<file path="config.mk">
export PLATFORM = sky130hd
export DESIGN_NAME = pirb_fifo
export DESIGN_NICKNAME = d
export VERILOG_FILES = /design/src/rtl/core/pirb_pkg.sv /design/src/rtl/core/pirb_fifo.sv
export SDC_FILE = /design/constraint.sdc
export NUM_CORES = 1
export LEC_CHECK = 0
export BUFFER_PORTS_ARGS = -buffer_cell sky130_fd_sc_hd__buf_2
export CAP_MARGIN = 5
export CORE_AREA = 2 2 268 138
export DETAILED_ROUTE_END_ITERATION = 10
export DIE_AREA = 0 0 270 140
export HOLD_SLACK_MARGIN = 0.12
export PLACE_DENSITY_LB_ADDON = 0.15
export RECOVER_POWER = 25
export SLEW_MARGIN = 5
export SYNTH_ARGS = -nofsm -noshare
export SYNTH_HDL_FRONTEND = slang
export SYNTH_SLANG_ARGS = --single-unit
</file>
<file path="constraint.sdc">
create_clock -name clk -period 17.8 [get_ports clk]
set_input_delay 3.56 -clock clk [delete_from_list [all_inputs] [get_ports clk]]
set_output_delay 3.56 -clock clk [all_outputs]
set_load 0.01 [all_outputs]
</file>
<file path="src/rtl/core/pirb_pkg.sv">
// Package with the shared types, constants and the CORDIC arctangent table.
package pirb_pkg;

  localparam int TAB_LEN = 24;
  localparam int HALF_PI_Q12 = 6434;
  localparam int PI_Q12 = 12868;
  localparam logic signed [33:0] GAIN_Q30 = 34'sd652032874;

  localparam logic FUNC_LOAD = 1'b0;
  localparam logic FUNC_QUERY = 1'b1;

  typedef struct packed {
    logic               func;
    logic [7:0]         box_slot;
    logic signed [23:0] pos_x;
    logic signed [23:0] pos_y;
    logic signed [23:0] pos_z;
    logic [22:0]        extent_x;
    logic [22:0]        extent_y;
    logic [22:0]        extent_z;
    logic signed [14:0] yaw;
  } item_t;

  typedef struct packed {
    logic signed [23:0] cx;
    logic signed [23:0] cy;
    logic signed [23:0] cz;
    logic [22:0]        sx;
    logic [22:0]        sy;
    logic [22:0]        sz;
    logic signed [15:0] cs;
    logic signed [15:0] sn;
  } box_t;

  typedef enum logic [1:0] {
    ST_IDLE,
    ST_LOAD,
    ST_SCAN
  } back_state_t;

  function automatic logic signed [33:0] atan_q28(input logic [4:0] i);
    logic signed [33:0] v;
    case (i)
      5'd0:  v = 34'sd210828714;
      5'd1:  v = 34'sd124459457;
      5'd2:  v = 34'sd65760959;
      5'd3:  v = 34'sd33381290;
      5'd4:  v = 34'sd16755422;
      5'd5:  v = 34'sd8385879;
      5'd6:  v = 34'sd4193963;
      5'd7:  v = 34'sd2097109;
      5'd8:  v = 34'sd1048571;
      5'd9:  v = 34'sd524287;
      5'd10: v = 34'sd262144;
      5'd11: v = 34'sd131072;
      5'd12: v = 34'sd65536;
      5'd13: v = 34'sd32768;
      5'd14: v = 34'sd16384;
      5'd15: v = 34'sd8192;
      5'd16: v = 34'sd4096;
      5'd17: v = 34'sd2048;
      5'd18: v = 34'sd1024;
      5'd19: v = 34'sd512;
      5'd20: v = 34'sd256;
      5'd21: v = 34'sd128;
      5'd22: v = 34'sd64;
      5'd23: v = 34'sd32;
      default: v = 34'sd0;
    endcase
    return v;
  endfunction

  // Rounds a Q3.30 value to Q1.14, saturates to plus or minus one and applies the flip.
  function automatic logic signed [15:0] to_q14(input logic signed [33:0] v, input logic flip);
    logic signed [33:0] t;
    logic signed [17:0] r;
    logic signed [15:0] s;
    t = (v + 34'sd32768) >>> 16;
    r = t[17:0];
    if (r > 18'sd16384) begin
      s = 16'sd16384;
    end else if (r < -18'sd16384) begin
      s = -16'sd16384;
    end else begin
      s = r[15:0];
    end
    return flip ? -s : s;
  endfunction

endpackage

</file>
<file path="src/rtl/core/pirb_fifo.sv">
// Two-word queue between the accepting front and the executing back.
module pirb_fifo (
  input  logic           clk,
  input  logic           rst_n,
  input  logic           push,
  input  pirb_pkg::item_t wdata,
  output logic           full,
  input  logic           pop,
  output logic           valid,
  output pirb_pkg::item_t rdata
);
  import pirb_pkg::*;

  item_t      mem_r [2];
  logic       wptr_r, wptr_nxt, rptr_r, rptr_nxt;
  logic [1:0] cnt_r, cnt_nxt;
  logic       do_push, do_pop;

  assign full    = (cnt_r == 2'd2);
  assign valid   = (cnt_r != 2'd0);
  assign rdata   = mem_r[rptr_r];
  assign do_push = push && !full;
  assign do_pop  = pop && valid;

  always_comb begin
    wptr_nxt = wptr_r ^ do_push;
    rptr_nxt = rptr_r ^ do_pop;
    cnt_nxt  = cnt_r + {1'b0, do_push} - {1'b0, do_pop};
  end

  always_ff @(posedge clk) begin
    if (!rst_n) begin
      wptr_r <= 1'b0;
      rptr_r <= 1'b0;
      cnt_r  <= 2'd0;
    end else begin
      wptr_r <= wptr_nxt;
      rptr_r <= rptr_nxt;
      cnt_r  <= cnt_nxt;
    end
  end

  always_ff @(posedge clk) begin
    if (do_push) begin
      mem_r[wptr_r] <= wdata;
    end
  end

`ifndef SYNTHESIS
  a_cnt_range: assert property (@(posedge clk) disable iff (!rst_n) cnt_r != 2'd3)
    else $error("queue count out of range");
  a_ptr_gap: assert property (@(posedge clk) disable iff (!rst_n)
    (cnt_r == 2'd1) |-> (wptr_r != rptr_r))
    else $error("queue pointers disagree with count");
  a_cnt_step: assert property (@(posedge clk) disable iff (!rst_n)
    (do_push && !do_pop) |=> (cnt_r == $past(cnt_r) + 2'd1))
    else $error("queue count did not follow a write");
`endif
endmodule

</file>
==> metrics.md <==
| Metric | Value |
|---|---|
| TritonCTS clock tree | built |
| CTS Buf Count | 34 |
| Remaining antenna violation count after routing | 0 |
| RR Endpoint | mem_r[0][112] |
| Post-CTS Resized | 0 |
| Tightest Pin Transition | a little over 1 ns |
| DRT iter0 DRCs | 278 |
| CP startpoint kind | register |
| HP Class | register to register |
| H-tree lvl count | 2 |
| Synthesized area per cell | about 23 µm² |
| Async set-reset flop share out of synthesis | 0 |
| Worst ir drop on vdd | 86.14 µV |
| Power after layout | between 2000 and 2500 µW |
| Starting Density | 0.3456 |
| CP Class | register to primary output |
| Initial antenna violation count | 4 |
| Main synth FF type | edfxtp_1 |
| GRT Total Usage | 0.1330 |
| Mapped Cells | 538 |
| PnR worst setup slack | 11.57 ns |
| Data arrival time of the worst path | approximately 2.7 ns |
| I/O pins | 336 |
| Vias | 6116 |
| Synth area leaders | edfxtp_1 81%, mux2_2 15%, buf_6 1.6%, dfxtp_1 0.82%, ha_1 0.41% |
| Fill count | 3166 |
| Placement Setup Slack | 11.94 ns |
| Sequential share of the synthesized area | 0.8187 |
| # rows | 49 |
| # Max-Cap Violations | 0 |
| Nets | around 1100 |
| Core Footprint | 35380 µm² |
| Die area | 37800 µm² |
| Clk_lat worst skew | 0.50 ns |
| RR Startpoint | cnt_r[0] |
| Share of cells above drive strength 1 | 0.5644 |
| WL final | 25410 µm |
| Hold_buf cts | 0 |
| Worst Path Required | 14.24 ns |
| Setup-failing EPs final | 0 |
| Fin util | 0.4355 |
| Period utilisation layout | 0.3501 |
| Synth Register Bits | 335 |
| Power Density | around 140 nW/µm² |
| Clock-pin transition on the worst setup and hold timing paths | around 0.06 ns |
| RD Place Congestion | ~0.70 |
| Commonest cells post-synth | 330 x edfxtp_1, 165 x mux2_2, 17 x buf_6, 5 x dfxtp_1, 4 x ha_1 |
| Final Skew | between 0.01 and 0.015 ns |
| Final Max Slew Viols | 0 |
| R2R Setup Slk | 15.12 ns |
| Synthesized Nets | a little over 700 |
| Worst hold start | rptr_r |
| EDFF count, synth | 330 |
| Post-synth top area share | 0.8105 |
| DP HPWL | 16820 µm |
| Clock Path Buffers | 3 |
| Via density | roughly 4.4 |
| FF-to-FF path depth | 4 |
| IO Port Bufs | around 340 |
| First-pass GRT wire length | 38430 µm |
| Root buffer cell | clkbuf_16 |
| Ys Warns | 0 |
| Synth cell types | 15 |
| Routed len/inst | 18.10 µm |
| RSZ-0062 raised after global routing | false |
| Area grow syn2layout | 25.99% |
| Final Critical Period | 6.231 ns |
| Hold depth | 2 |
| Die H | 140 µm |
| Overflow left after global routing | 0 |
| Leakage | approximately 0.0056 µW |
| Critical path fanouts, max | 72 |
| Fmax | between 150 and 200 MHz |
| Largest net degree at the start of global routing | 73 |
| Die W | roughly 270 µm |
| Cell taking the most area after synthesis | edfxtp_1 |
| Hold Fails Final Rpt | 0 |
| Pre-antenna DRT Iters | 6 |
| Max-slew headroom | 0.3228 |
| CP endpoint kind | primary output |
| # DRC | 0 |
| Num Clock Sinks | around 340 |
| Final TNS setup | 0 ns |
| Status | completed |
| Vias in the first global route | 6377 |
| Post-CTS Repair Setup Buffers | 0 |
| Mapped Area | 12230 µm² |
| Most frequent cell after synthesis | edfxtp_1 |
-- placed cells by master (no fill, tap or decap) --
cell	instances
or2_2	1
buf_2	297
dfxtp_1	4
diode_2	4
buf_4	6
nor2b_1	2
clkinv_2	5
clkinvlp_4	1
dfxtp_4	1
ha_1	2
o21a_1	1
ha_4	2
clkinv_1	4
mux2i_1	2
edfxtp_1	330
mux2_2	165
clkbuf_1	44
nand2b_1	2
xnor3_1	1
clkbuf_16	37
nand2_1	2
and2_1	2
bufinv_16	2
inv_1	3
-- worst max-delay path, stage by stage (launching register included) --
cell and delay (ns):
dfxtp_4 0.65, buf_4 0.82, mux2_2 0.44, buf_2 0.15
-- worst max-delay path by stage --
stage,depth (start not counted),slack (ns),to,start
2_1_floorplan,2,9.73,mem_r[1][0],push
3_3_place_gp,4,11.97,mem_r[0][20],push
3_5_place_dp,4,11.94,mem_r[0][20],push
4_1_cts,3,11.50,rdata[17],register
5_1_grt,3,11.37,rdata[17],register
6_report,3,11.57,rdata[17],register
-- state kept, by name, indices dropped and copies added (netlist names), named ones only --
signal,flops
rptr_r,1
mem_r,330
cnt_r,2
wptr_r,1
-- per-layer routing --
metal  wire [µm]  GRT usage  up-vias
met3        1806    0.04852       37
met4         422    0.03363        2
met5          13          0        -
met2       11430     0.1983      161
met1       11730     0.1845     3049
li1            -          -     2867
-- kinds of logic (layout without fill, tap and decap cells) --
family	count (synthesis)	in the layout	synth area share
AOI/OAI and AO/OA	1	1	0.0006142
xor gates and xnor gates	1	1	0.001842
adders and majority gates	4	4	0.004093
buffers and inverters	21	399	0.01699
DFF	335	335	0.8187
muxes	167	167	0.1536
other	0	4	0
and+or+nand+nor	9	9	0.004196
-- where the power goes --
group          switching [µW]  total [µW]  internal [µW]
registers                29.9        1030           1000
clock network             285         688            404
logic                     261         472            211
-- through the flow --
step	instance area, µm²	cells	hold WS, ns
6_report	15400	1404	0.4739
5_1_grt	15390	1400	0.5151
4_1_cts	15440	1400	0.4747
3_5_place_dp	14390	1345	0.4659
3_3_place_gp	14390	1345	0.4620
2_1_floorplan	12230	538	0.4516
-- final cells by class --
cell class / instances / area, µm² / area share
Tap cell: 484 / 605.6 / 0.03931
Clock buffer: 43 / 948.4 / 0.06157
Timing Repair Buffer: 341 / 1674 / 0.1087
Clock inverter: 12 / 107.6 / 0.006985
Multi-Input combinational cell: 182 / 2034 / 0.1321
Sequential cell: 335 / 10010 / 0.6500
Inverter: 3 / 11.26 / 0.0007310
Antenna cell: 4 / 10.01 / 0.0006498
No activity file was read; power rests on OpenSTA's default activity.
